<file path="src/sv/assert_macros.svh">
// Assertion macros shared by the RTL files; empty when SYNTHESIS is defined.
`ifndef ASSERT_MACROS_SVH
`define ASSERT_MACROS_SVH

`ifndef SYNTHESIS

// Concurrent check on an explicit clock and reset.
`define JSU_ASSERT(lbl, ck, rs, prop, msg) \
  lbl: assert property (@(posedge ck) disable iff (rs) prop) else $error(msg);

// Same check using the clk and rst of the enclosing module.
`define JSU_CHECK(lbl, prop, msg) \
  lbl: assert property (@(posedge clk) disable iff (rst) prop) else $error(msg);

`else

`define JSU_ASSERT(lbl, ck, rs, prop, msg)
`define JSU_CHECK(lbl, prop, msg)

`endif

`endif

</file>
<file path="src/sv/jsu_pkg.sv">
// Types, character codes and UTF-8 encoder for the JSON string unescaper.
package jsu_pkg;

  typedef enum logic [1:0] {
    KIND_DATA  = 2'd0,
    KIND_OK    = 2'd1,
    KIND_ERROR = 2'd2
  } kind_t;

  localparam logic [7:0] CH_NUL    = 8'h00;
  localparam logic [7:0] CH_QUOTE  = 8'h22;
  localparam logic [7:0] CH_SLASH  = 8'h2F;
  localparam logic [7:0] CH_BSLASH = 8'h5C;
  localparam logic [7:0] CH_B      = 8'h62;
  localparam logic [7:0] CH_F      = 8'h66;
  localparam logic [7:0] CH_N      = 8'h6E;
  localparam logic [7:0] CH_R      = 8'h72;
  localparam logic [7:0] CH_T      = 8'h74;
  localparam logic [7:0] CH_U      = 8'h75;
  localparam logic [7:0] CH_0      = 8'h30;
  localparam logic [7:0] CH_9      = 8'h39;
  localparam logic [7:0] CH_UA     = 8'h41;
  localparam logic [7:0] CH_UF     = 8'h46;
  localparam logic [7:0] CH_LA     = 8'h61;
  localparam logic [7:0] CH_LF     = 8'h66;

  localparam logic [7:0] CTL_BS = 8'h08;
  localparam logic [7:0] CTL_FF = 8'h0C;
  localparam logic [7:0] CTL_LF = 8'h0A;
  localparam logic [7:0] CTL_CR = 8'h0D;
  localparam logic [7:0] CTL_HT = 8'h09;

  localparam logic [1:0] LAST_HEX = 2'd3;

  // Up to three results caused by one input byte; a non-data kind always
  // comes alone.
  typedef struct packed {
    logic [1:0]      cnt;
    kind_t           kind;
    logic [2:0][7:0] bytes;
  } bundle_t;

  function automatic bundle_t utf8_enc(input logic [15:0] cp);
    bundle_t b;
    b = '0;
    b.kind = KIND_DATA;
    if (cp < 16'h0080) begin
      b.cnt = 2'd1;
      b.bytes[0] = cp[7:0];
    end else if (cp < 16'h0800) begin
      b.cnt = 2'd2;
      b.bytes[0] = {3'b110, cp[10:6]};
      b.bytes[1] = {2'b10, cp[5:0]};
    end else begin
      b.cnt = 2'd3;
      b.bytes[0] = {4'b1110, cp[15:12]};
      b.bytes[1] = {2'b10, cp[11:6]};
      b.bytes[2] = {2'b10, cp[5:0]};
    end
    return b;
  endfunction

endpackage

</file>
<file path="src/sv/jsu_decode.sv">
// Escape decoder: string state registers and per-byte result bundle logic.
`include "assert_macros.svh"

module jsu_decode (
  input  logic             clk,
  input  logic             rst,
  input  logic             fire,
  input  logic [7:0]       c,
  output jsu_pkg::bundle_t res
);
  import jsu_pkg::*;

  logic        escape_pending, escape_pending_next;
  logic        in_unicode, in_unicode_next;
  logic [1:0]  hex_digits_seen, hex_digits_seen_next;
  logic [15:0] code_point, code_point_next;
  logic        error_latched, error_latched_next;

  logic        hex_ok;
  logic [3:0]  hex_v;
  logic [15:0] cp_shift;
  logic        ordinary;

  always_comb begin
    hex_ok = 1'b1;
    hex_v  = c[3:0];
    if (c inside {[CH_0:CH_9]}) begin
      hex_v = c[3:0];
    end else if (c inside {[CH_UA:CH_UF], [CH_LA:CH_LF]}) begin
      hex_v = c[3:0] + 4'd9;
    end else begin
      hex_ok = 1'b0;
    end
  end

  assign cp_shift = {code_point[11:0], hex_v};

  always_comb begin
    escape_pending_next  = escape_pending;
    in_unicode_next      = in_unicode;
    hex_digits_seen_next = hex_digits_seen;
    code_point_next      = code_point;
    error_latched_next   = error_latched;
    res                  = '0;
    res.kind             = KIND_DATA;
    ordinary             = 1'b1;

    if (c == CH_NUL) begin
      escape_pending_next  = 1'b0;
      in_unicode_next      = 1'b0;
      hex_digits_seen_next = '0;
      code_point_next      = '0;
      error_latched_next   = 1'b0;
      res.cnt              = 2'd1;
      res.kind             = KIND_ERROR;
      ordinary             = 1'b0;
    end else begin
      if (in_unicode) begin
        if (!hex_ok) begin
          error_latched_next   = 1'b1;
          in_unicode_next      = 1'b0;
          hex_digits_seen_next = '0;
          code_point_next      = '0;
        end else begin
          ordinary = 1'b0;
          if (hex_digits_seen == LAST_HEX) begin
            res                  = utf8_enc(cp_shift);
            in_unicode_next      = 1'b0;
            hex_digits_seen_next = '0;
            code_point_next      = '0;
          end else begin
            hex_digits_seen_next = hex_digits_seen + 2'd1;
            code_point_next      = cp_shift;
          end
        end
      end else if (escape_pending) begin
        ordinary            = 1'b0;
        escape_pending_next = 1'b0;
        case (c)
          CH_QUOTE, CH_BSLASH, CH_SLASH: begin
            res.cnt = 2'd1;
            res.bytes[0] = c;
          end
          CH_B: begin
            res.cnt = 2'd1;
            res.bytes[0] = CTL_BS;
          end
          CH_F: begin
            res.cnt = 2'd1;
            res.bytes[0] = CTL_FF;
          end
          CH_N: begin
            res.cnt = 2'd1;
            res.bytes[0] = CTL_LF;
          end
          CH_R: begin
            res.cnt = 2'd1;
            res.bytes[0] = CTL_CR;
          end
          CH_T: begin
            res.cnt = 2'd1;
            res.bytes[0] = CTL_HT;
          end
          CH_U: begin
            in_unicode_next      = 1'b1;
            hex_digits_seen_next = '0;
            code_point_next      = '0;
          end
          default: begin
          end
        endcase
      end

      if (ordinary) begin
        if (c == CH_QUOTE) begin
          res.cnt              = 2'd1;
          res.kind             = error_latched_next ? KIND_ERROR : KIND_OK;
          escape_pending_next  = 1'b0;
          in_unicode_next      = 1'b0;
          hex_digits_seen_next = '0;
          code_point_next      = '0;
          error_latched_next   = 1'b0;
        end else if (c == CH_BSLASH) begin
          escape_pending_next = 1'b1;
        end else begin
          res.cnt      = 2'd1;
          res.bytes[0] = c;
        end
      end
    end
  end

  always_ff @(posedge clk) begin
    if (rst) begin
      escape_pending  <= 1'b0;
      in_unicode      <= 1'b0;
      hex_digits_seen <= '0;
      code_point      <= '0;
      error_latched   <= 1'b0;
    end else if (fire) begin
      escape_pending  <= escape_pending_next;
      in_unicode      <= in_unicode_next;
      hex_digits_seen <= hex_digits_seen_next;
      code_point      <= code_point_next;
      error_latched   <= error_latched_next;
    end
  end

  `JSU_CHECK(a_end_clears, fire && res.kind != KIND_DATA |=> !escape_pending && !in_unicode && !error_latched, "state not cleared at end of string")
  `JSU_CHECK(a_uni_no_esc, in_unicode |-> !escape_pending, "escape pending inside unicode escape")
  `JSU_CHECK(a_end_alone, res.kind != KIND_DATA |-> res.cnt == 2'd1, "end status not a single result")

endmodule

</file>
<file path="src/sv/jsu_serial.sv">
// Result register: holds one bundle and hands its bytes out one per request.
`include "assert_macros.svh"

module jsu_serial (
  input  logic             clk,
  input  logic             rst,
  input  logic             load,
  input  jsu_pkg::bundle_t bin,
  output logic             free,
  output logic             out_valid,
  input  logic             out_stall,
  output logic [7:0]       out_byte,
  output logic [1:0]       kind,
  output logic             last
);
  import jsu_pkg::*;

  logic [1:0]      cnt;
  logic [1:0]      idx;
  kind_t           knd;
  logic [2:0][7:0] bytes;
  logic            take;

  assign out_valid = (cnt != 2'd0);
  assign last      = (idx == cnt - 2'd1);
  assign take      = out_valid && !out_stall;
  assign free      = !out_valid || (take && last);
  assign out_byte  = bytes[idx];
  assign kind      = knd;

  always_ff @(posedge clk) begin
    if (rst) begin
      cnt <= '0;
      idx <= '0;
    end else if (load) begin
      cnt <= bin.cnt;
      idx <= '0;
    end else if (take) begin
      if (last) begin
        cnt <= '0;
        idx <= '0;
      end else begin
        idx <= idx + 2'd1;
      end
    end
  end

  always_ff @(posedge clk) begin
    if (load) begin
      knd   <= bin.kind;
      bytes <= bin.bytes;
    end
  end

  `JSU_ASSERT(a_idx_range, clk, rst, out_valid |-> idx < cnt, "result index beyond bundle")
  `JSU_ASSERT(a_load_free, clk, rst, load |-> free, "bundle overwritten before drained")
  `JSU_CHECK(a_status_last, out_valid && knd != KIND_DATA |-> last && idx == 2'd0, "end status not alone")

endmodule

</file>
<file path="src/sv/json_string_unescaper.sv">
// Top level of the JSON string unescaper: input register, decoder, result serializer.
// An accepted byte is held in the input register; its decoded results are loaded
// into the result register once that is free, and are handed out from there.
// Throughput: one byte per cycle while out_stall is low and each byte gives at most
// one result; a multi-byte UTF-8 result holds the input until its last byte is taken.
// Reset (rst, synchronous) empties both registers and clears all string state.
module json_string_unescaper (
  input  logic       clk,
  input  logic       rst,
  input  logic       in_valid,
  output logic       in_stall,
  input  logic [7:0] in_byte,
  output logic       out_valid,
  input  logic       out_stall,
  output logic [7:0] out_byte,
  output logic [1:0] kind,
  output logic       last
);
  import jsu_pkg::*;

  logic       in_full;
  logic [7:0] inb;
  logic       free;
  logic       move;
  logic       accept;
  bundle_t    res;

  assign move     = in_full && free;
  assign in_stall = in_full && !free;
  assign accept   = in_valid && !in_stall;

  always_ff @(posedge clk) begin
    if (rst) begin
      in_full <= 1'b0;
    end else if (accept) begin
      in_full <= 1'b1;
    end else if (move) begin
      in_full <= 1'b0;
    end
  end

  always_ff @(posedge clk) begin
    if (accept) begin
      inb <= in_byte;
    end
  end

  jsu_decode u_decode (
    .clk  (clk),
    .rst  (rst),
    .fire (move),
    .c    (inb),
    .res  (res)
  );

  jsu_serial u_serial (
    .clk       (clk),
    .rst       (rst),
    .load      (move),
    .bin       (res),
    .free      (free),
    .out_valid (out_valid),
    .out_stall (out_stall),
    .out_byte  (out_byte),
    .kind      (kind),
    .last      (last)
  );

endmodule

</file>
<file path="config.mk">
export PLATFORM = sky130hd
export DESIGN_NAME = json_string_unescaper
export DESIGN_NICKNAME = d
export VERILOG_FILES = /design/src/sv/jsu_pkg.sv /design/src/sv/jsu_decode.sv /design/src/sv/jsu_serial.sv /design/src/sv/json_string_unescaper.sv
export VERILOG_INCLUDE_DIRS = /design/src /design/src/sv
export SDC_FILE = /design/constraint.sdc
export NUM_CORES = 1
export LEC_CHECK = 0
export BUFFER_PORTS_ARGS = -buffer_cell sky130_fd_sc_hd__buf_2
export CORE_MARGIN = 5
export CORE_UTILIZATION = 50
export CTS_CLUSTER_SIZE = 28
export DETAILED_ROUTE_END_ITERATION = 10
export PLACE_DENSITY = 0.75
export SYNTH_ARGS = -nofsm -noshare
export SYNTH_HDL_FRONTEND = slang
export SYNTH_HIERARCHICAL = 1
export SYNTH_SLANG_ARGS = --single-unit
export TNS_END_PERCENT = 30
</file>
<file path="constraint.sdc">
create_clock -name clk -period 3.97 [get_ports clk]
set_input_delay 0 -clock clk [delete_from_list [all_inputs] [get_ports clk]]
set_output_delay 0 -clock clk [all_outputs]
set_load 0.05 [all_outputs]
</file>
==> run summary <==
outcome - completed
CP Capture Type - flop
CP Class - reg -> reg
Max Cap Violations - 0
vias in the first global route - 2155
post-cts sizing count - 0
Via-to-Cell Ratio - 5.95
initial DRC count - 206
routed vias - 2331
unrepaired setup endpoints after global routing - no
Worst Hold Depth - 2
met3 usage - 0.0312
clk_lat worst skew - 0.31 ns
first-pass GRT wire length - 10800 um
Num CTS Buffers - 5
# clock sinks - 56
Slew HR - 0.292
die area - 7600 um^2
DRC errors left - 0
Slowest Stage Delay on Critical Path - 0.60 ns
initial antenna violation count - 0
CP Data Arrival Time - 3.41 ns
Synth-to-Final Area Change - 12.0%
overflow left after global routing - 0
critical path required time - 4.16 ns
family with the most delay on the worst path - compound AO/OA/AOI/OAI gates
yosys warns - 6
register area share after synthesis - 0.491
Synth Flop Type - edfxtp_1
Startpoint Class - flop
Mapped Area - 2980 um^2
number of synthesized register bits - 56
asr flop ratio synth - 0
WL final - 6500 um
Pleak - 1.19 nW
layout cell share with drive strength beyond 1 - 0.151
site row count - 28
Root Buffer - clkbuf_8
Critical Path, Cell by Cell - inv_1 -> ha_1 -> o21bai_1 -> a2111o_1 -> a21boi_1 -> nand2_1 -> a221oi_1 -> o221a_2
H-tree levels - 2
pins over their slew limit - 0
Initial Utilization - 0.509
CTS tree - done
Die Wd - 87.2 um
nets - 334
Finish-stage setup viols - 0
Min-Delay Path Class - in -> reg
dominant cell type by area after synthesis - edfxtp_1
GR Util met1 - 0.243
PD cells - 344 nW/um^2
I/O Pins - 25
Achievable Freq - 310 MHz
antenna-violating nets left - 0
Crit Path Max Fanout - 16
# fillers - 504
Critical Path Stages - 8
Setup Buffers After CTS - 0
Clock Path Buffers - 2
CP max stage cell - a21boi_1
Peak VDD IR - 153 uV
Synth Area per Inst - 10.4 um^2
ant diodes - 0
Final Hold Viols - 0
largest net degree at the start of global routing - 18
post-synth cell types - 65
Final Non-Filler Cells - 392
Final period util - 0.811
Syn Inst Count - 287
Synth area leaders - edfxtp_1 (34%), dfxtp_1 (15%), nand2_1 (3.5%)
core area - 5850 um^2
Post-CTS Hold Fix Bufs - 11
first drt pass iteration count - 5
setup TNS - 0 ns
WP buf/inv - 1
Least-Margin Pin Slew - 1.06 ns
clk_skew - 0.0104 ns
number of synthesized flops with an enable pin - 34
post-DP HPWL - 4810 um
final worst path period need - 3.22 ns
GR Util met2 - 0.300
port bufs - 24
GR peak layer - met2
reg2reg path depth - 8
top cell type's share of synthesized area - 0.343
die height - 87.2 um
drt wl/cell - 16.6 um
DP Cell Count - 373
GPL Wtd Cong - 0.922
gr usage total - 0.182
Reg clk slew, reported paths - 0.10 ns
routing by layer:
metal	share of wire	vias to the layer above
li1	-	1144
met1	0.44	1090
met2	0.48	90
met3	0.064	7
met4	0.012	0
met5	0	-
through the flow:
step	hold WS [ns]	cell area [um^2]	utilization	total power, W	setup slack (ns)
after global routing	0.386	3330	0.570	0.00119	0.500
after floorplan	0.0691	2980	-	0.000747	0.969
final	0.384	3330	0.570	0.00115	0.749
after detailed placement	0.179	3110	0.532	0.000779	0.839
after CTS	0.380	3330	0.570	0.00116	0.788
after global placement	0.177	3110	0.532	0.000777	0.971
sequential cells by signal, summed over array words and instances (netlist names):
signal / cells
u_serial/cnt: 2
in_full: 1
u_serial/bytes: 24
u_decode/in_unicode: 1
u_decode/code_point: 12
u_serial/kind: 2
inb: 8
u_decode/escape_pending: 1
u_serial/idx: 2
u_decode/hex_digits_seen: 2
u_decode/error_latched: 1
cells in the mapped netlist (5+ instances only):
cell type and count:
edfxtp_1 34, nand2_1 28, dfxtp_1 22, o21ai_0 16
nor2_1 15, a21oi_1 12, inv_1 12, a22o_1 10
mux2i_1 10, and2_1 8, nand3_1 8, clkbuf_1 7
ha_1 6, nand2b_1 6, nor2b_1 6, a22oi_1 5
final cells by class:
cell class	instances	area, um^2	area share
Sequential cell	56	1460	0.438
Multi-Input combinational cell	204	1380	0.413
Timing Repair Buffer	37	245	0.0735
Tap cell	75	93.8	0.0281
Clock buffer	5	68.8	0.0206
Inverter	12	45.0	0.0135
Clock inverter	3	42.5	0.0128
layout by cell type, fill, tap and decap left out, types with 8 or more instances in the layout:
cell type and n:
buf_2 24, dfxtp_1 22, and2_1 8, nand2_1 28, nand3_1 8, inv_1 12, edfxtp_1 34, a21oi_1 12
nor2_1 15, mux2i_1 10, o21ai_0 16, dlygate4sd3_1 11, a22o_1 10
worst reg2reg max path: cells and delay by family (launching register included):
family                     cells  cell delay [ns]
and+or+nand+nor                1             0.49
AOI/OAI and AO/OA              5             1.73
buffers and inverters          1             0.16
adders and majority gates      1             0.22
DFF                            1             0.51
power breakdown:
group	internal [W]	leakage (nW)	switching, W	total [W]
logic	0.0000441	0.621	0.0000798	0.000124
registers	0.000634	0.516	0.0000165	0.000650
clock network	0.000187	0.0558	0.000184	0.000371
cell families (layout without fill, tap and decap cells):
group           Yosys count  in the layout  share of synthesized area
compound gates           81             81                      0.199
mux                      11             11                     0.0374
fa+ha+maj                 6              6                     0.0252
buf+inv                  28             57                     0.0479
simple gates            101            101                      0.190
flops                    56             56                      0.491
xor+xnor                  3              3                    0.00883
other cells               1              2                    0.00126
final timing paths:
check / start / end / slack, ns
max: inb[1] / u_serial/bytes[1] / 0.75
min: in_byte[4] / inb[4] / 0.38
max reg2reg: inb[1] / u_serial/bytes[1] / 0.75
min reg2reg: u_decode/hex_digits_seen[1] / u_decode/hex_digits_seen[1] / 0.49
Note: power is estimated with default switching activity, not from simulation.
